File: src/atan2mp_pkg.sv
// shared types and constants for the atan2 polynomial pipeline
`timescale 1ns / 1ps
`default_nettype none
package atan2mp_pkg;
	localparam int ACC_FRAC   = 17;
	localparam int RATIO_FRAC = 16;
	localparam int RATIO_W    = RATIO_FRAC + 1;
	localparam int ACC_W      = 20;
	localparam int PROD_W     = 40;
	localparam int HORNER_N   = 5;
	localparam int ANGLE_W    = 16;

	localparam logic signed [ACC_W-1:0] K1  = 20'sd131069;
	localparam logic signed [ACC_W-1:0] K3  = -20'sd43598;
	localparam logic signed [ACC_W-1:0] K5  = 20'sd25368;
	localparam logic signed [ACC_W-1:0] K7  = -20'sd15261;
	localparam logic signed [ACC_W-1:0] K9  = 20'sd6901;
	localparam logic signed [ACC_W-1:0] K11 = -20'sd1536;
	localparam logic signed [ACC_W-1:0] HALF_PI_Q17 = 20'sd205887;
	localparam logic signed [ACC_W-1:0] PI_Q17      = 20'sd411775;

	typedef struct packed {
		logic swap;
		logic xzero;
		logic yzero;
		logic flip;
		logic xneg;
		logic yneg;
	} atan2mp_meta_t;

	// horner coefficients after the leading one, highest order first
	function automatic logic signed [ACC_W-1:0] horner_coef(input logic [2:0] idx);
		logic signed [ACC_W-1:0] k;
		case (idx)
			3'd0: k = K9;
			3'd1: k = K7;
			3'd2: k = K5;
			3'd3: k = K3;
			3'd4: k = K1;
			default: k = '0;
		endcase
		return k;
	endfunction
endpackage
`default_nettype wire

File: src/atan2mp_div.sv
// pipelined restoring divider producing the q1.16 magnitude ratio
`timescale 1ns / 1ps
`default_nettype none
module atan2mp_div #(
	parameter int IN_WIDTH = 16
) (
	input  wire logic                        clk,
	input  wire logic                        arst_n,
	input  wire logic                        en,
	input  wire logic                        in_valid,
	input  wire logic [IN_WIDTH-1:0]         num,
	input  wire logic [IN_WIDTH-1:0]         den,
	input  wire atan2mp_pkg::atan2mp_meta_t  in_meta,
	output logic                             out_valid,
	output logic [atan2mp_pkg::RATIO_W-1:0]  quot,
	output atan2mp_pkg::atan2mp_meta_t       out_meta
);
	import atan2mp_pkg::*;

	localparam int STEPS = RATIO_W;

	logic                valid_s [0:STEPS];
	logic [IN_WIDTH:0]   rem_s   [0:STEPS];
	logic [IN_WIDTH-1:0] den_s   [0:STEPS];
	logic [RATIO_W-1:0]  q_s     [0:STEPS];
	atan2mp_meta_t       meta_s  [0:STEPS];

	always_comb begin
		valid_s[0] = in_valid;
		rem_s[0]   = {1'b0, num};
		den_s[0]   = den;
		q_s[0]     = '0;
		meta_s[0]  = in_meta;
	end

	for (genvar i = 0; i < STEPS; i++) begin : g_step
		logic [IN_WIDTH:0] trial;
		logic              ge;
		always_comb begin
			// first step tests the unshifted numerator for the integer bit
			trial = (i == 0) ? rem_s[i] : {rem_s[i][IN_WIDTH-1:0], 1'b0};
			ge    = trial >= {1'b0, den_s[i]};
		end
		always_ff @(posedge clk or negedge arst_n) begin
			if (!arst_n) begin
				valid_s[i+1] <= 1'b0;
			end else if (en) begin
				valid_s[i+1] <= valid_s[i];
			end
		end
		always_ff @(posedge clk) begin
			if (en) begin
				rem_s[i+1]  <= ge ? trial - {1'b0, den_s[i]} : trial;
				den_s[i+1]  <= den_s[i];
				q_s[i+1]    <= {q_s[i][RATIO_W-2:0], ge};
				meta_s[i+1] <= meta_s[i];
			end
		end
	end

	assign out_valid = valid_s[STEPS];
	assign quot      = q_s[STEPS];
	assign out_meta  = meta_s[STEPS];
endmodule
`default_nettype wire

File: config.mk
export PLATFORM = sky130hd
export DESIGN_NAME = atan2mp_div
export DESIGN_NICKNAME = d
export VERILOG_FILES = /design/src/atan2mp_pkg.sv /design/src/atan2mp_div.sv
export SDC_FILE = /design/constraint.sdc
export NUM_CORES = 1
export LEC_CHECK = 0
export ABC_AREA = 1
export BUFFER_PORTS_ARGS = -buffer_cell sky130_fd_sc_hd__buf_4
export CORE_ASPECT_RATIO = 2
export CORE_UTILIZATION = 57
export CTS_CLUSTER_DIAMETER = 100
export DETAILED_ROUTE_END_ITERATION = 7
export GPL_TIMING_DRIVEN = 0
export HOLD_SLACK_MARGIN = 0.06
export PLACE_DENSITY = 0.8
export RECOVER_POWER = 25
export SLEW_MARGIN = 20
export SYNTH_ARGS = -nofsm -noshare
export SYNTH_HDL_FRONTEND = slang
export SYNTH_SLANG_ARGS = --single-unit
export TNS_END_PERCENT = 20
File: constraint.sdc
create_clock -name clk -period 2.5 [get_ports clk]
set_clock_uncertainty 0.05 [all_clocks]
set_input_delay 0.375 -clock clk [delete_from_list [all_inputs] [get_ports clk]]
set_output_delay 0.375 -clock clk [all_outputs]
set_load 0.02 [all_outputs]
==> results of run 1 <==
[Yosys cell counts, drive strengths merged (8+ instances only)]
library cell	number
nand2	1855
ha	271
a21oi	168
fa	16
and2	51
nand4	76
nor3	36
xor2	75
nand3	324
buf	67
o21ai	38
or2	21
nand3b	57
dfrtp	17
nor2	253
edfxtp	767
inv	930
xnor2	37
clkbuf	8
[metal layers]
layer	share of wire (%)	routed length, um
met5	0.040	54
met4	16	21000
met2	55	74700
met1	25	33400
met3	4.7	6320
[final cells by class]
class / count / area share [%]
antenna: 3 / 0.0147
clock inverter: 45 / 1.09
timing repair buffer: 172 / 2.95
clock buffer: 85 / 3.58
multi-input combinational: 3282 / 35.9
tap: 1029 / 2.52
sequential: 784 / 45.8
inverter: 930 / 6.88
buffer: 74 / 1.23
[sequential cells by signal (all words and copies together) (netlist names)]
name	flops
den_s	256
g_step.trial	256
q_s	136
meta_s	96
quot	17
valid_s	16
out_meta	6
out_valid	1
[how the worst max path moves through the flow]
stage and endpoint:
5_1_grt g_step[4].trial[5]$_DFFE_PP_, 3_5_place_dp valid_s[12]$_DFFE_PN0P_, 4_1_cts g_step[12].trial[13]$_DFFE_PP_, 3_3_place_gp valid_s[10]$_DFFE_PN0P_, 6_report g_step[4].trial[15]$_DFFE_PP_, 2_1_floorplan g_step[1].trial[2]$_DFFE_PP_
[power by group through the flow]
stage | clock network, uW | registers [uW] | logic, uW
final | 11400 | 20400 | 28800
after global routing | 11900 | 20600 | 31600
after CTS | 11500 | 20300 | 26800
after detailed placement | 0 | 20500 | 26100
after global placement | 0 | 20600 | 25800
after floorplan | 0 | 19500 | 18000
[per-stage QoR]
step	setup TNS (ns)	area (um2)	power (uW)	hold WS, ns
floorplan	0	44900	37500	0.0294
global placement	-4136.21	46700	46400	0.191
detailed placement	-22.47	46900	46700	0.195
CTS	-0.0911	50200	58600	0.123
global route	-1.81	51200	64100	0.223
finish	-0.309	51200	60600	0.182
[logic make-up after synthesis]
group | Yosys count | share of synthesized area [%]
AO/OA/AOI/OAI | 208 | 2.45
XOR/XNOR | 112 | 2.18
adder cells (fa/ha/maj) | 287 | 8.27
buffers and inverters | 1005 | 9.10
flip-flops | 784 | 52.2
multiplexers | 1 | 0.0251
AND/OR/NAND/NOR | 2674 | 25.7
[repair_timing]
action,4_1_cts,5_1_grt
gates resized for setup,68,194
cloned,0,0
hold buffers,43,0
endpoints found under the hold margin,69,0
setup buffers,20,36
pin swaps,4,27
endpoints found under the setup margin,103,199
==> metrics.md, run 1 <==
| Metric | Value |
|---|---|
| Util after Layout | 65.6% |
| Logic gate share of total power | 47.5% |
| Worst-path fanout max | 10 |
| CP dominant cell by count | nand2_1 |
| P&R area growth vs syn | 14.0% |
| Gp weighted congestion | 1.02 |
| Vias per cell | 5.40 |
| Vias | 34,600 |
| HP Class | in2reg |
| Hold Path Depth | 2 |
| Clock power share | 18.7% |
| Slew headroom | -27.0% |
| Failing checks | max-capacitance violations, max-slew violations, negative setup slack |
| Avg Cell Area, Syn | 8.85 um2 |
| Ys Warns | 0 |
| Worst skew pair latency | 0.69 ns |
| Hold worst-path end | meta_s[83]$_DFFE_PP_ |
| Clock Tree Root | clkbuf_16 |
| Total global-route track usage | 34.7% |
| Cells along the critical path | clkinvlp_4 -> ha_4 -> nand2_1 -> nor2_1 -> nand3_1 -> nand3_2 -> nand2_2 -> nand2_4 -> inv_2 -> buf_6 -> nand2_1 -> nand2_1 |
| EDFF count, synth | between 700 and 800 |
| DRC errors left | 0 |
| Yosys reg bits | 784 |
| CTS tree | done |
| Maximum clock rate | 0.393 GHz |
| Die area | between 70,000 and 80,000 um2 |
| Worst Setup SP | den_s[232]$_DFFE_PP_ |
| Non-filler cells, final | around 6,400 |
| Placed cell count | 6,173 |
| DRC marker count from the first detailed-route iteration | 1,820 |
| PortBufs | 65 |
| Drt first pass iters | 6 |
| Tcrit/Tclk final | 102% |
| Synth top area cells | edfxtp_1 51%, nand2_1 15%, inv_1 7.7% |
| Leakage power | 0.0243 uW |
| Run status | finished, violations left |
| Top delay family on crit path | simple AND/OR/NAND/NOR gates |
| R2r worst-path depth | 12 |
| Worst slew pin tran | 1.91 ns |
| Met2 Track Usage GR | 67.6% |
| Storage cell area | 23,500 um2 |
| Antenna-violating nets left | 0 |
| Most frequent cells in the layout | 1,766 x nand2_1, 896 x inv_1, 767 x edfxtp_1, 300 x nand3_1, 205 x ha_1 |
| Core ar. | 78,000 um2 |
| PD cells | 1190 nW/um2 |
| TritonCTS Buffers | 71 |
| Largest net degree at the start of global routing | 107 |
| Vert. Die Dim | around 400 um |
| GR Overflow Total | 0 |
| Critical register-to-register path endpoint | g_step[4].trial[15]$_DFFE_PP_ |
| Clk sinks | 784 |
| Cells after synthesis | 5,071 |
| Worst setup SP type | flip-flop |
| Leading cell type in the layout, fill and taps excluded | nand2_1 |
| Fin nets | 5,644 |
| Worst setup slack after layout | -0.0439 ns |
| CTS Buffer Depth | 3 |
| Min-delay src | en |
| Final Max Tran Viols | 105 |
| Setup slack, reg-to-reg | -0.04 ns |
| Worst R2R Start | den_s[232]$_DFFE_PP_ |
| # fillers | 6,326 |
| Post-route minimum period | 2.54 ns |
| Layout cell share with drive strength beyond 1 | 11.8% |
| Setup WS pre-CTS | -0.616 ns |
| First-pass GRT wire length | about 200,000 um |
| Sw Ratio | around 43% |
| Area of the multi-input gates | 18,400 um2 |
| Vias in the first global route | 35,900 |
| Grt met3 use | 8.91% |
| Unique cell type count in the Yosys netlist | 42 |
| Met1 Usage GRT | 21.7% |
| # rows | 145 |
| Area share of the largest cell type after synthesis | 51.3% |
| RSZ-0062 raised after global routing | yes |
| Final setup violation count | 10 |
| Setup crit end kind | flip-flop |
| Cell Int Power | 34,300 uW |
| Worst path bufs/invs | 3 |
| CTS HTree Levels | 3 |
| Die W | 200 um |
| I/O pin cnt | 66 |
| Final wirelength | 136,000 um |
| Slowest CP cell | ha_4 |
| CP Depth | 12 |
| Share of power burned in registers | 33.7% |
| Slowest cell delay on critical path | 0.40 ns |
| Synth Cell Area | 44,900 um2 |
| Post-synthesis sequential area ratio | 52.2% |
| CP required | 2.91 ns |
| Initial Util | between 50% and 60% |
| Wirelength per Cell | ~21 um |
| Final hold violation count | 0 |
| Primary FF master, synth | edfxtp_1 |
| Max-cap violations | 2 |
| Peak supply drop | 0.000646 V |
| Ys async rst share | about 2.2% |
| Hpwl dp | approximately 110,000 um |
| Yosys top cell by area | edfxtp_1 |
| Number of antenna violations at the first check in global routing | 8 |
| Post-Syn Nets | 5,400 |
| Arrival time worst endpoint | 2.95 ns |
| CP Class | reg2reg |
| Busiest grt layer | met2 |
| CTS clk-pin slew, worst paths | roughly 0.08 ns |
| Sw Pwr | 26,400 uW |
Power figures use the tool's default switching activity.
==> run 2: changes to the inputs <==
CTS_BUF_LIST = sky130_fd_sc_hd__clkbuf_4 sky130_fd_sc_hd__clkbuf_8   (was unset)
==> metrics.md, run 2 (synthesis results as in run 1) <==
| Metric | Value |
|---|---|
| Number of antenna violations at the first check in global routing | 9 (was 8) |
| Top layer reached by signal wires | met5 (unchanged) |
| M1 WL | 33,800 um (was 33,400 um) |
| # fillers | 6,410 (was 6,326) |
| Slowest cell delay on critical path | 0.55 ns (was 0.40 ns) |
| Clk sinks | 784 (unchanged) |
| Initial Util | 57.6% (unchanged) |
| Die area | 80,000 um2 (unchanged) |
| WL met3 | 6790 um (was 6320 um) |
| Fin nets | 5,686 (was 5,644) |
| GR Overflow Total | 0 (unchanged) |
| Core ar. | 78,000 um2 (unchanged) |
| Storage cell area | 23,500 um2 (unchanged) |
| Antenna-violating nets left | 0 (unchanged) |
| Drt first pass iters | 5 (was 6) |
| Leading cell type in the layout, fill and taps excluded | nand2_1 (unchanged) |
| RSZ-0062 raised after global routing | yes (unchanged) |
| Slew headroom | -74.0% (was -27.0%) |
| Peak supply drop | 0.000589 V (was 0.000646 V) |
| Post-route cell area | 51,100 um2 (was 51,200 um2) |
| CTS HTree Levels | 3 (unchanged) |
| Slowest CP cell | dlygate4sd3_1 (was ha_4) |
| I/O pin cnt | 66 (unchanged) |
| Tcrit/Tclk final | 101% (was 102%) |
| Final Max Tran Viols | 227 (was 105) |
| Vias in the first global route | 36,500 (was 35,900) |
| HP Class | in2reg (unchanged) |
| Final wirelength | 138,000 um (was 136,000 um) |
| # rows | 145 (unchanged) |
| CP required | 3.00 ns (was 2.91 ns) |
| Util after Layout | 65.5% (was 65.6%) |
| CTS Buffer Depth | 3 (unchanged) |
| Gp weighted congestion | 1.02 (unchanged) |
| Worst setup slack after layout | -0.0245 ns (was -0.0439 ns) |
| Die W | 200 um (unchanged) |
| Failing checks | max-capacitance violations, max-slew violations, negative setup slack (unchanged) |
| Layout cell share with drive strength beyond 1 | 12.5% (was 11.8%) |
| Area of the multi-input gates | 18,200 um2 (was 18,400 um2) |
| First-pass GRT wire length | 203,000 um (was 201,000 um) |
| CP Class | in2reg (was reg2reg) |
| PD cells | 1180 nW/um2 (was 1190 nW/um2) |
| Area after DPL | 46,900 um2 (unchanged) |
| Worst-path fanout max | 10 (unchanged) |
| Arrival time worst endpoint | 3.02 ns (was 2.95 ns) |
| Post-route minimum period | 2.52 ns (was 2.54 ns) |
| Worst path bufs/invs | 5 (was 3) |
| Worst setup SP type | primary input (was flip-flop) |
| Run status | finished, violations left (unchanged) |
| Final hold violation count | 0 (unchanged) |
| Final setup violation count | 7 (was 10) |
| Top delay family on crit path | buffers and inverters (was simple AND/OR/NAND/NOR gates) |
| Maximum clock rate | 0.396 GHz (was 0.393 GHz) |
| CTS tree | done (unchanged) |
| Cells along the critical path | dlygate4sd3_1 -> buf_4 -> inv_1 -> ha_1 -> fa_1 -> inv_1 -> nand3_1 -> nand3_1 -> nand2_1 -> nand2_1 -> nand2_4 -> nand3_4 -> buf_12 -> o21ai_2 (was clkinvlp_4 -> ha_4 -> nand2_1 -> nor2_1 -> nand3_1 -> nand3_2 -> nand2_2 -> nand2_4 -> inv_2 -> buf_6 -> nand2_1 -> nand2_1) |
| DRC errors left | 0 (unchanged) |
| Wirelength per Cell | 21.2 um (about the same) |
| Hpwl dp | 106,000 um (unchanged) |
| PortBufs | 65 (unchanged) |
| DRC marker count from the first detailed-route iteration | 1,821 (was 1,820) |
| CTS clk-pin slew, worst paths | 0.07 ns (was 0.08 ns) |
| Vias | 34,900 (was 34,600) |
| Largest net degree at the start of global routing | 107 (unchanged) |
| TritonCTS Buffers | 108 (was 71) |
| Most frequent cells in the layout | 1,765 x nand2_1, 898 x inv_1, 767 x edfxtp_1, 301 x nand3_1, 219 x ha_1 (was 1,766 x nand2_1, 896 x inv_1, 767 x edfxtp_1, 300 x nand3_1, 205 x ha_1) |
| P&R area growth vs syn | 13.8% (was 14.0%) |
| Max-cap violations | 3 (was 2) |
| Vias per cell | 5.39 (was 5.40) |
| Leakage power | 0.0245 uW (was 0.0243 uW) |
| DR WL met2 | 75,000 um (was 74,700 um) |
| Vert. Die Dim | 399 um (unchanged) |
| Worst skew pair latency | 0.83 ns (was 0.69 ns) |
| Worst slew pin tran | 2.61 ns (was 1.91 ns) |
| Total global-route track usage | 35.1% (was 34.7%) |
| Clock Tree Root | clkbuf_8 (was clkbuf_16) |
| Final setup TNS | -0.119 ns (was -0.309 ns) |
| Setup crit end kind | flip-flop (unchanged) |
==> run 2: cell types whose count changed in the layout (fill, tap and decap cells not counted), moves of 6 or more <==
cell / delta
bufinv_16: +7
clkbuf_1: -13
clkbuf_16: -71
clkbuf_4: +28
clkbuf_8: +109
clkinv_1: +17
clkinv_2: +9
dlygate4sd3_1: +6
ha_1: +14
ha_4: -9
==> run 2: power breakdown <==
part           internal, uW  leakage, uW  total, uW  switching (uW)
registers             18400      0.00771      20400            2020
clock network          6010      0.00126      11200            5190
logic                  9640       0.0155      28700           19100
==> run 2: layer usage <==
layer	vias up	global-route usage, %
met4	10	47.3
met2	1277	67.9
met3	900	8.96
met5	-	0
li1	16800	-
met1	15900	22.1
==> run 2: through the flow <==
step / instances / power [uW] / hold WS, ns / worst slack, ns
after CTS: 6448 / 58400 / 0.0604 / -0.0563
after global placement: 6165 / 46400 / 0.191 / -5.77
after global routing: 6481 / 63900 / 0.0821 / -0.0728
after floorplan: 5071 / 37500 / 0.0294 / 0.336
after detailed placement: 6173 / 46700 / 0.195 / -0.616
final: 6482 / 60300 / 0.0831 / -0.0245
==> run 2: layout make-up <==
cell class	instances	area share [%]
clock inverter	67	1.43
tap	1029	2.52
timing repair buffer	176	2.99
sequential	784	45.9
inverter	930	6.86
multi-input combinational	3282	35.6
buffer	75	1.28
antenna	2	0.00980
clock buffer	137	3.35
==> run 2: final timing paths <==
path                                      start                       endpoint  slack, ns  cells after the start
hold reg to reg            meta_s[25]$_DFFE_PP_           meta_s[19]$_DFFE_PP_       0.36                      0
hold / removal                               en           meta_s[68]$_DFFE_PP_       0.08                      2
max in group asynchronous                arst_n         valid_s[7]$_DFFE_PN0P_       1.29                      3
setup reg to reg           den_s[222]$_DFFE_PP_  g_step[5].trial[14]$_DFFE_PP_      -0.01                     11
min in group asynchronous                arst_n          out_valid$_DFFE_PN0P_       0.65                      3
setup / recovery                         num[0]   g_step[1].trial[9]$_DFFE_PP_      -0.02                     14
==> run 2: timing repair <==
| action | in CTS | in global routing |
|---|---|---|
| gates resized for setup | 61 | 181 |
| setup buffers | 20 | 32 |
| endpoints found under the hold margin | 106 | 0 |
| setup endpoints to repair | 108 | 206 |
| hold buffers | 51 | 0 |
| pin swaps | 4 | 21 |
